--- config.mk ---
export PLATFORM = sky130hd
export DESIGN_NAME = lcd_init_bytecode_interpreter_unit
export DESIGN_NICKNAME = d
export VERILOG_FILES = /design/src/rtl/core/lbi_pkg.sv /design/src/rtl/core/lcd_init_bytecode_interpreter_unit.sv /design/src/rtl/core/lbi_front.sv /design/src/rtl/core/lbi_queue.sv /design/src/rtl/core/lbi_back.sv
export SDC_FILE = /design/constraint.sdc
export NUM_CORES = 1
export LEC_CHECK = 0
export ABC_CLOCK_PERIOD_IN_PS = 6610
export BUFFER_PORTS_ARGS = -buffer_cell sky130_fd_sc_hd__buf_4
export CAP_MARGIN = 20
export CORE_MARGIN = 4
export CORE_UTILIZATION = 28
export DETAILED_ROUTE_END_ITERATION = 8
export GPL_TIMING_DRIVEN = 0
export SLEW_MARGIN = 20
export SYNTH_ARGS = -nofsm -noshare
export SYNTH_HDL_FRONTEND = slang
export SYNTH_SLANG_ARGS = --single-unit
--- constraint.sdc ---
create_clock -name clk -period 6.61 [get_ports clk]
set_input_delay 0.3305 -clock clk [delete_from_list [all_inputs] [get_ports clk]]
set_output_delay 0.3305 -clock clk [all_outputs]
set_load 0.01 [all_outputs]
--- src/rtl/core/lbi_pkg.sv ---
// ----------------------------------------------------------------------------
// lbi_pkg
// Shared types, opcode and action codes for the init bytecode interpreter.
// ----------------------------------------------------------------------------
`default_nettype none

package lbi_pkg;

  localparam int OPCODE_BITS_DEFAULT = 3;
  localparam int COUNT_BITS_DEFAULT  = 5;

  localparam int BYTE_W   = 8;
  localparam int ACTION_W = 3;
  localparam int REPEAT_W = 6;
  localparam int DATA_W   = BYTE_W + REPEAT_W;
  localparam int M_TDATA_W = ((DATA_W + 7) / 8) * 8;

  localparam int QDEPTH = 2;
  localparam int QAW    = $clog2(QDEPTH);

  localparam logic [BYTE_W-1:0] NIBBLE_MASK = 8'h0f;

  // instruction opcodes
  localparam logic [3:0] OPC_NOP    = 4'd0;
  localparam logic [3:0] OPC_IO     = 4'd1;
  localparam logic [3:0] OPC_DLY_US = 4'd2;
  localparam logic [3:0] OPC_DLY_MS = 4'd3;
  localparam logic [3:0] OPC_NIB    = 4'd4;
  localparam logic [3:0] OPC_CMD    = 4'd5;
  localparam logic [3:0] OPC_DAT    = 4'd6;

  typedef enum logic [ACTION_W-1:0] {
    ACT_SET_IO   = 3'd0,
    ACT_CMD4     = 3'd1,
    ACT_DELAY_US = 3'd2,
    ACT_DELAY_MS = 3'd3,
    ACT_CMD8     = 3'd4,
    ACT_DAT8     = 3'd5
  } action_t;

  typedef struct packed {
    logic [REPEAT_W-1:0] repeat_count;
    logic [BYTE_W-1:0]   action_value;
    action_t             action;
  } item_t;

  typedef struct packed {
    logic full;
    logic empty;
  } q_status_t;

endpackage

`default_nettype wire

--- src/rtl/core/lcd_init_bytecode_interpreter_unit.sv ---
// ----------------------------------------------------------------------------
// lcd_init_bytecode_interpreter_unit
// Display init byte-stream interpreter: decoder, item queue, output register.
// ----------------------------------------------------------------------------
// Throughput: one byte per cycle, set by the combinational decode and counter
//   update in the front stage; input stalls only while the 2-entry queue is full.
// Path: each action is written into the queue on the byte transfer and loaded
//   into the output register once that register is free to take it.
// Reset: synchronous, clears pending opcode, count, queue pointers, tvalid.
`default_nettype none

module lcd_init_bytecode_interpreter_unit #(
  parameter int OPCODE_BITS = lbi_pkg::OPCODE_BITS_DEFAULT,
  parameter int COUNT_BITS  = lbi_pkg::COUNT_BITS_DEFAULT
) (
  input  wire logic                          clk,
  input  wire logic                          rst,
  input  wire logic                          s_axis_tvalid,
  output logic                               s_axis_tready,
  input  wire logic [lbi_pkg::BYTE_W-1:0]    s_axis_tdata,  // [7:0] instruction_byte
  output logic                               m_axis_tvalid,
  input  wire logic                          m_axis_tready,
  // [7:0] action_value, [13:8] repeat_count, rest zero
  output logic [lbi_pkg::M_TDATA_W-1:0]      m_axis_tdata,
  output logic [lbi_pkg::ACTION_W-1:0]       m_axis_tuser   // [2:0] action
);

  lbi_pkg::q_status_t q_stat;
  lbi_pkg::item_t     push_item;
  lbi_pkg::item_t     head_item;
  logic               push;
  logic               pop;

  lbi_front #(
    .OPCODE_BITS (OPCODE_BITS),
    .COUNT_BITS  (COUNT_BITS)
  ) u_front (
    .clk       (clk),
    .rst       (rst),
    .in_valid  (s_axis_tvalid),
    .in_ready  (s_axis_tready),
    .in_byte   (s_axis_tdata),
    .q_stat    (q_stat),
    .push      (push),
    .push_item (push_item)
  );

  lbi_queue u_queue (
    .clk       (clk),
    .rst       (rst),
    .push      (push),
    .push_item (push_item),
    .pop       (pop),
    .head_item (head_item),
    .q_stat    (q_stat)
  );

  lbi_back u_back (
    .clk       (clk),
    .rst       (rst),
    .q_stat    (q_stat),
    .head_item (head_item),
    .pop       (pop),
    .out_valid (m_axis_tvalid),
    .out_ready (m_axis_tready),
    .out_data  (m_axis_tdata),
    .out_user  (m_axis_tuser)
  );

  a_no_push_full: assert property (@(posedge clk) disable iff (rst)
    push |-> !q_stat.full)
    else $error("push into full queue");

  a_no_pop_empty: assert property (@(posedge clk) disable iff (rst)
    pop |-> !q_stat.empty)
    else $error("pop from empty queue");

  a_repeat_one: assert property (@(posedge clk) disable iff (rst)
    (m_axis_tvalid && (m_axis_tuser != lbi_pkg::ACT_DELAY_US)
                   && (m_axis_tuser != lbi_pkg::ACT_DELAY_MS))
      |-> (m_axis_tdata[13:8] == 6'd1))
    else $error("non-delay action with repeat other than one");

endmodule

`default_nettype wire

--- src/rtl/core/lbi_front.sv ---
// ----------------------------------------------------------------------------
// lbi_front
// Accepts instruction bytes, tracks the pending opcode and produces actions.
// ----------------------------------------------------------------------------
`default_nettype none

module lbi_front #(
  parameter int OPCODE_BITS = lbi_pkg::OPCODE_BITS_DEFAULT,
  parameter int COUNT_BITS  = lbi_pkg::COUNT_BITS_DEFAULT
) (
  input  wire logic                      clk,
  input  wire logic                      rst,
  input  wire logic                      in_valid,
  output logic                           in_ready,
  input  wire logic [lbi_pkg::BYTE_W-1:0] in_byte,
  input  wire lbi_pkg::q_status_t        q_stat,
  output logic                           push,
  output lbi_pkg::item_t                 push_item
);

  localparam logic [OPCODE_BITS-1:0] C_NOP      = OPCODE_BITS'(lbi_pkg::OPC_NOP);
  localparam logic [OPCODE_BITS-1:0] C_SET_IO   = OPCODE_BITS'(lbi_pkg::OPC_IO);
  localparam logic [OPCODE_BITS-1:0] C_DELAY_US = OPCODE_BITS'(lbi_pkg::OPC_DLY_US);
  localparam logic [OPCODE_BITS-1:0] C_DELAY_MS = OPCODE_BITS'(lbi_pkg::OPC_DLY_MS);
  localparam logic [OPCODE_BITS-1:0] C_CMD_4    = OPCODE_BITS'(lbi_pkg::OPC_NIB);
  localparam logic [OPCODE_BITS-1:0] C_CMD_8    = OPCODE_BITS'(lbi_pkg::OPC_CMD);
  localparam logic [OPCODE_BITS-1:0] C_DAT_8    = OPCODE_BITS'(lbi_pkg::OPC_DAT);

  logic [OPCODE_BITS-1:0] pending_opcode, pending_opcode_next;
  logic [COUNT_BITS-1:0]  remaining_count, remaining_count_next;

  logic [15:0]            byte_ext;
  logic [OPCODE_BITS-1:0] op;
  logic [COUNT_BITS-1:0]  cnt;
  logic                   accept;
  logic                   emit;
  lbi_pkg::item_t         item;

  // opcode bits above the byte read as zero
  assign byte_ext = {8'd0, in_byte};
  assign op       = byte_ext[COUNT_BITS +: OPCODE_BITS];
  assign cnt      = in_byte[COUNT_BITS-1:0];

  assign in_ready = !q_stat.full;
  assign accept   = in_valid && in_ready;

  always_comb begin
    pending_opcode_next  = pending_opcode;
    remaining_count_next = remaining_count;
    emit                 = 1'b0;
    item.action          = lbi_pkg::ACT_SET_IO;
    item.action_value    = in_byte;
    item.repeat_count    = lbi_pkg::REPEAT_W'(1);
    unique case (pending_opcode) inside
      C_NOP: begin
        unique case (op) inside
          C_SET_IO: begin
            emit              = 1'b1;
            item.action       = lbi_pkg::ACT_SET_IO;
            item.action_value = lbi_pkg::BYTE_W'(cnt);
          end
          C_CMD_4: begin
            emit              = 1'b1;
            item.action       = lbi_pkg::ACT_CMD4;
            item.action_value = lbi_pkg::BYTE_W'(cnt) & lbi_pkg::NIBBLE_MASK;
          end
          C_DELAY_US, C_DELAY_MS, C_CMD_8, C_DAT_8: begin
            pending_opcode_next  = op;
            remaining_count_next = cnt;
          end
          default: ;
        endcase
      end
      C_DELAY_US, C_DELAY_MS: begin
        emit                 = 1'b1;
        item.action          = (pending_opcode == C_DELAY_US) ? lbi_pkg::ACT_DELAY_US
                                                              : lbi_pkg::ACT_DELAY_MS;
        item.repeat_count    = lbi_pkg::REPEAT_W'(remaining_count) + lbi_pkg::REPEAT_W'(1);
        pending_opcode_next  = C_NOP;
        remaining_count_next = '0;
      end
      C_CMD_8, C_DAT_8: begin
        emit        = 1'b1;
        item.action = (pending_opcode == C_CMD_8) ? lbi_pkg::ACT_CMD8 : lbi_pkg::ACT_DAT8;
        if (remaining_count != '0) begin
          remaining_count_next = remaining_count - COUNT_BITS'(1);
        end else begin
          pending_opcode_next  = C_NOP;
          remaining_count_next = '0;
        end
      end
      default: begin
        pending_opcode_next  = C_NOP;
        remaining_count_next = '0;
      end
    endcase
  end

  always_ff @(posedge clk) begin
    if (rst) begin
      pending_opcode  <= C_NOP;
      remaining_count <= '0;
    end else if (accept) begin
      pending_opcode  <= pending_opcode_next;
      remaining_count <= remaining_count_next;
    end
  end

  assign push      = accept && emit;
  assign push_item = item;

endmodule

`default_nettype wire

--- src/rtl/core/lbi_queue.sv ---
// ----------------------------------------------------------------------------
// lbi_queue
// Short FIFO of action items between the decoder and the output stage.
// ----------------------------------------------------------------------------
`default_nettype none

module lbi_queue (
  input  wire logic           clk,
  input  wire logic           rst,
  input  wire logic           push,
  input  wire lbi_pkg::item_t push_item,
  input  wire logic           pop,
  output lbi_pkg::item_t      head_item,
  output lbi_pkg::q_status_t  q_stat
);

  lbi_pkg::item_t mem [lbi_pkg::QDEPTH];

  logic [lbi_pkg::QAW-1:0] wr_ptr;
  logic [lbi_pkg::QAW-1:0] rd_ptr;
  logic [lbi_pkg::QAW:0]   fill;

  assign q_stat.empty = (fill == '0);
  assign q_stat.full  = (fill == (lbi_pkg::QAW+1)'(lbi_pkg::QDEPTH));
  assign head_item    = mem[rd_ptr];

  always_ff @(posedge clk) begin
    if (push) begin
      mem[wr_ptr] <= push_item;
    end
  end

  always_ff @(posedge clk) begin
    if (rst) begin
      wr_ptr <= '0;
      rd_ptr <= '0;
      fill   <= '0;
    end else begin
      if (push) begin
        wr_ptr <= wr_ptr + lbi_pkg::QAW'(1);
      end
      if (pop) begin
        rd_ptr <= rd_ptr + lbi_pkg::QAW'(1);
      end
      case ({push, pop})
        2'b10:   fill <= fill + (lbi_pkg::QAW+1)'(1);
        2'b01:   fill <= fill - (lbi_pkg::QAW+1)'(1);
        default: ;
      endcase
    end
  end

endmodule

`default_nettype wire

--- src/rtl/core/lbi_back.sv ---
// ----------------------------------------------------------------------------
// lbi_back
// Output register: pulls items from the queue and presents them downstream.
// ----------------------------------------------------------------------------
`default_nettype none

module lbi_back (
  input  wire logic                          clk,
  input  wire logic                          rst,
  input  wire lbi_pkg::q_status_t            q_stat,
  input  wire lbi_pkg::item_t                head_item,
  output logic                               pop,
  output logic                               out_valid,
  input  wire logic                          out_ready,
  output logic [lbi_pkg::M_TDATA_W-1:0]      out_data,
  output logic [lbi_pkg::ACTION_W-1:0]       out_user
);

  lbi_pkg::item_t out_item;

  assign pop      = !q_stat.empty && (!out_valid || out_ready);
  assign out_data = lbi_pkg::M_TDATA_W'({out_item.repeat_count, out_item.action_value});
  assign out_user = out_item.action;

  always_ff @(posedge clk) begin
    if (rst) begin
      out_valid <= 1'b0;
    end else if (pop) begin
      out_valid <= 1'b1;
    end else if (out_ready) begin
      out_valid <= 1'b0;
    end
  end

  always_ff @(posedge clk) begin
    if (pop) begin
      out_item <= head_item;
    end
  end

endmodule

`default_nettype wire

==> results of run 1 <==
cell type report:
type | count | share of cell area
Buffer | 12 | 0.01932
Clock inverter | 5 | 0.01477
Multi-Input combinational cell | 108 | 0.2530
Inverter | 9 | 0.01023
Tap cell | 129 | 0.04886
Timing Repair Buffer | 31 | 0.07273
Clock buffer | 10 | 0.03864
Sequential cell | 64 | 0.5424
metal layers:
metal / routed length, µm / GRT usage
met1: 2120 / 0.1074
met2: 2394 / 0.1498
met3: 315 / 0.03764
met4: 47 / 0.03288
met5: 0 / 0
final timing paths:
kind                          from           endpoint  slack [ps]  cells past startpoint
setup / recovery   u_queue.fill[0]    u_queue.fill[1]        4420                      4
hold reg to reg   u_back.out_valid   u_back.out_valid         510                      2
setup reg to reg   u_queue.fill[0]    u_queue.fill[1]        4420                      4
hold / removal     s_axis_tdata[3]  u_queue.mem[1][6]         200                      1
stage by stage:
stage	total power, mW	std cells
global placement	0.8835	351
finish	1.184	368
global route	1.253	368
detailed placement	0.8925	353
CTS	1.205	368
floorplan	0.7614	193
state kept, by name (all words and copies together), names as in the netlist:
name                     flops
u_back.out_data             14
u_queue.wr_ptr               1
u_front.pending_opcode       3
u_queue.rd_ptr               1
u_queue.fill                 2
u_front.remaining_count      5
u_queue.mem                 34
u_back.out_user              3
u_back.out_valid             1
worst max-delay path, cell delays in order, from the launching register on:
cell	delay, ps
dfxtp_1	420
o21a_1	770
ha_1	410
or3_1	380
a21oi_1	140
cells by family (layout without fill, tap and decap cells):
family | count (synthesis) | after routing | share of synthesized area
buffers and inverters | 21 | 67 | 0.03592
other | 1 | 2 | 0.001381
adder cells (fa/ha/maj) | 3 | 3 | 0.01382
XOR/XNOR | 9 | 9 | 0.02902
flip-flops | 64 | 64 | 0.6596
multiplexers | 18 | 18 | 0.07462
AND/OR/NAND/NOR | 43 | 43 | 0.08660
AO/OA/AOI/OAI | 33 | 33 | 0.09904
where the power goes:
| group | total [mW] | switching [mW] | internal, mW |
|---|---|---|---|
| Sequential | 0.563 | 0.0258 | 0.537 |
| Combinational | 0.313 | 0.169 | 0.144 |
| Clock | 0.308 | 0.140 | 0.169 |
| Total | 1.18 | 0.335 | 0.850 |
synth_stat cells (all sizes together), types with 4 or more instances:
cell type	count
a21oi	6
a32o	4
buf	6
clkbuf	6
dfxtp	13
edfxtp	51
inv	9
mux2	18
nand2	4
nand2b	6
nor2	12
o21ai	5
xnor2	6
placed cells by master (no fill, tap or decap), types with 3 or more instances in the layout:
| cell type | n |
|---|---|
| buf_6 | 3 |
| nand2_1 | 4 |
| xor2_1 | 3 |
| dfxtp_1 | 13 |
| mux2_2 | 18 |
| buf_4 | 31 |
| xnor2_1 | 6 |
| nand4_1 | 3 |
| ha_1 | 3 |
| a32o_1 | 3 |
| a21oi_1 | 6 |
| nor2_1 | 10 |
| clkbuf_1 | 7 |
| o21ai_0 | 5 |
| clkbuf_8 | 9 |
| edfxtp_1 | 51 |
| nor3_1 | 3 |
| clkinv_2 | 3 |
| inv_1 | 9 |
| o31a_1 | 3 |
| nand2b_1 | 6 |
| buf_2 | 3 |
==> impl_metrics.yaml, run 1 <==
logic_synthesis:
  async_flop_share: 0
  synth_edf_count: 51
  synth.area.top_cells: "edfxtp_1 56%, dfxtp_1 9.6%, mux2_2 7.5%"
  synth_top_cell_by_area: "edfxtp_1"
  synthFlopType: "edfxtp_1"
  syn-cell-area_um2: 2716
  avgSynthCellArea_um2: 14.15
  synth_top_area_share: 0.5638
  syn_inst: 192
  yosysWarnings: 0
  ys_ff_latch: 64
  ys_types: 46
  ys_seq_area_frac: 0.6596
global_route:
  antenna_found_initial: 0
  grt_pass1_vias: 1604
  grt_max_degree: 20
  grt_pass1_wl_um: 7914
  grtUsageTotal: 0.09125
  overflow: 0
clock_network:
  post-cts-setup-buffer-count: 0
  clock_latency_ps: 330
  htree_levels: 3
  numClockSinks: 64
  clockBufferDepth: 2
  cts_tree: "built"
  path_clk_slew_ps: 70
  cts_buffers: 9
  cts_hold_buffers: 0
  postCtsResizedCells: 0
  cts_root_buffer: "clkbuf_8"
timing:
  maxSlewHeadroom: 0.3816
  final.setup.tns_ps: 0
  fin_crit_sh: 0.3307
  finalCriticalPeriod_ps: 2186
  drv_slew: 0
  fmax_ghz: 0.4575
  fin_ws_ps: 4424
  fin_skew_ps: 5.515
  rsz0062_at_grt: "no"
  finalHoldViolations: 0
  finalSetupViolCount: 0
  holdWs_ps: 197.5
  tightest_slew_ps: 927.6
placement:
  port_buffers: 29
  dpl.hpwl_um: 3442
  placement.cell_area_um2: 3127
  gp_congestion: 0.8130
  dpl_worst_slack_ps: 4272
final_layout:
  drive_above_1_share: 0.3138
  insertedDiodeCount: 0
  area_delta_synth_final_pct: 21.60
  nFillCells: 905
  multi_input_area_um2: 835.8
  register_area_um2: 1792
  final_cell_area_um2: 3303
  final_util: 0.3541
  final_nets: 250
critical_path:
  endpoint_kind: "register"
  crit_fanout: 19
  worstPathArrival_ps: 2450
  critPathRequiredTime_ps: 6870
  critical_path_class: "register to register"
  setup.worst_path.start_class: "register"
die:
  coreArea_um2: 9328
  rows: 35
  start_util: 0.2912
  ios: 33
  die_w_um: 106.5
  die_area_um2: 11340
  die_y_um: 106.5
run:
  maxCapViolCount: 0
min_path:
  hold_class: "input pin to register"
route:
  vias_per_cell: 4.410
  drtIter0Drc: 77
  drtAntennaViolNets: 0
  drt_pass1_iterations: 4
  num_vias: 1623
  routed_wl_um: 4877
  drc: 0
  wl_per_cell_um: 13.25
power:
  p_per_area_nw_per_um2: 358.5
  ir_drop_v: 0.0001052
  leakage_nw: 1.160
run_status:
  status: "finished clean"
No activity file was read; power rests on OpenSTA's default activity.
==> run 2, diff against run 1 <==
- ABC_AREA: default -> 1
- ABC_CLOCK_PERIOD_IN_PS: 6610 -> 1800
- clock period: 6.61 -> 1.8 ns (I/O delays scaled with it)
==> impl_metrics.yaml, run 2 <==
logic_synthesis:
  netlist_top_cells_count: "87 x nand2_1, 51 x edfxtp_1, 26 x inv_1, 18 x nor2_1, 14 x a21oi_1"
  synth_edf_count: 51
  synth_top_area_share: 0.5768
  async_flop_share: 0
  avgSynthCellArea_um2: 10.37
  ys_types: 27
  synthFlopType: "edfxtp_1"
  synth.most_common_cell: "nand2_1"
  yosysWarnings: 0
  ys_seq_area_frac: 0.6748
  syn_inst: 256
  synth.area.top_cells: "edfxtp_1 58%, nand2_1 12%, dfxtp_1 9.8%"
  ys_ff_latch: 64
  synth_top_cell_by_area: "edfxtp_1"
  syn-cell-area_um2: 2655
critical_path:
  cpPeakStageDelay_ps: 380
  critPathRequiredTime_ps: 1770
  path_delay_family: "simple AND/OR/NAND/NOR gates"
  worstPathArrival_ps: 1640
  endpoint_kind: "register"
  cp_num_buf_inv: 2
  critical_path_class: "register to register"
  slowest_stage: "dfxtp_4"
  setup.worst_path.start_class: "register"
  worstPathCellList: "inv_2, nand3_1, nand2_2, nor2_2, nand2_2, nand3_1, clkinvlp_4"
  crit_fanout: 17
  reg2reg_slack_ps: 130
placement:
  port_buffers: 29
  dpl_worst_slack_ps: -348.9
  gp_congestion: 0.8310
  dpl.hpwl_um: 3583
  post-place-cells: 415
clock_network:
  cts_root_buffer: "clkbuf_8"
  cts_buffers: 9
  clock_latency_ps: 330
  path_clk_slew_ps: 60
  cts_tree: "built"
  clockBufferDepth: 2
  htree_levels: 3
  numClockSinks: 64
route:
  drtAntennaViolNets: 0
  drt_pass1_iterations: 4
  wl_per_cell_um: 11.87
  num_vias: 1851
  drtIter0Drc: 129
  routed_wl_um: 5200
  vias_per_cell: 4.226
  drc: 0
final_layout:
  nFillCells: 902
  area_delta_synth_final_pct: 27.43
  top_register: "u_queue.mem"
  insertedDiodeCount: 0
  mostFrequentLayoutCell: "nand2_1"
  mostFrequentLayoutCells: "85 x nand2_1, 51 x edfxtp_1, 34 x buf_4, 23 x inv_1, 15 x nor2_1"
  largest_reg_flops: 34
  final_nets: 319
  drive_above_1_share: 0.2265
  fin_cells: 438
global_route:
  antenna_found_initial: 0
  overflow: 0
  grtUsageTotal: 0.09855
  grt_pass1_vias: 1857
  grt_pass1_wl_um: 8549
  grt_max_degree: 19
die:
  die_w_um: 105.4
  coreArea_um2: 9240
  die_y_um: 105.4
  ios: 33
  start_util: 0.2873
  rows: 35
  die_area_um2: 11100
power:
  ir_drop_v: 0.0005209
  leakage_nw: 1.369
  p_per_area_nw_per_um2: 1490
  finalPower_mw: 5.042
timing:
  finalHoldViolations: 0
  fin_crit_sh: 0.9294
  drv_slew: 0
  holdWs_ps: 35.69
  fmax_ghz: 0.5978
  fin_ws_ps: 127.1
  rsz0062_at_grt: "no"
  fin_skew_ps: 5.251
  finalSetupViolCount: 0
  maxSlewHeadroom: 0.6540
  tightest_slew_ps: 517.7
  finalCriticalPeriod_ps: 1673
min_path:
  hold_class: "input pin to register"
run_status:
  status: "finished clean"
run:
  maxCapViolCount: 0
[run 2: cell types whose count changed after synthesis, moves of 6 or more]
cell,previous run,this run
a21oi_1,6,14
inv_1,9,26
mux2_2,18,0
nand2_1,4,87
nand2b_1,6,0
nand3_1,2,9
nor2_1,12,18
[run 2: cells by family (layout without fill, tap and decap cells)]
group                    after synthesis  in the layout  synth area share
other                                  1              2          0.001412
buffers and inverters                 36             88           0.05466
adder cells (fa/ha/maj)                3              3           0.01414
XOR/XNOR                               2              2          0.006599
AO/OA/AOI/OAI                         28             28           0.05985
flip-flops                            64             64            0.6748
AND/OR/NAND/NOR                      122            122            0.1885
[run 2: worst reg2reg max path: stages, from the launching register on]
cell,delay [ps]
dfxtp_4,380
inv_2,60
nand3_1,90
nand2_2,80
nor2_2,90
nand2_2,90
nand3_1,140
clkinvlp_4,360
[run 2: path summary, 6_finish.rpt]
kind,start,endpoint,depth (start not counted)
max reg2reg,u_front.pending_opcode[1],u_queue.mem[1][11],7
min,s_axis_tdata[5],u_front.pending_opcode[0],3
min reg2reg,u_queue.mem[0][9],u_back.out_data[6],2
max,u_front.pending_opcode[1],u_queue.mem[1][11],7
[run 2: stage by stage]
stage	cell area, µm²	utilization	setup TNS (ps)
after floorplan	2666	-	0
final	3383	0.3661	0
after detailed placement	3045	0.3296	-10660
after CTS	3331	0.3605	0
after global placement	3045	0.3296	-9172
after global routing	3383	0.3661	0
[run 2: cell type report]
| class | count | area, µm² | area share |
|---|---|---|---|
| repair buffers | 36 | 280.3 | 0.08284 |
| flip-flops and latches | 64 | 1804 | 0.5333 |
| plain buffers | 8 | 40.04 | 0.01183 |
| inverters | 28 | 111.4 | 0.03291 |
| well taps | 129 | 161.4 | 0.04771 |
| clock buffers | 11 | 131.4 | 0.03883 |
| clock inverters | 5 | 71.32 | 0.02108 |
| multi-input cells | 157 | 783.3 | 0.2315 |
[run 2: where the power goes]
part           switching [mW]  internal [mW]
Combinational           0.932          0.596
Clock                   0.515          0.767
Sequential              0.160           2.07
Total                    1.61           3.43
[run 2: layer usage]
layer / global-route usage / share of wire
met3: 0.03429 / 0.061
met5: 0 / 0
met1: 0.1053 / 0.42
met4: 0.05248 / 0.033
met2: 0.1703 / 0.49
[run 2: what timing repair did]
action                                  CTS  global route
setup buffers                             3             0
hold buffers                              4             0
pin swaps                                 3             1
endpoints found under the setup margin   36            35
resized for setup                        10            13
hold endpoints to repair                  8             0
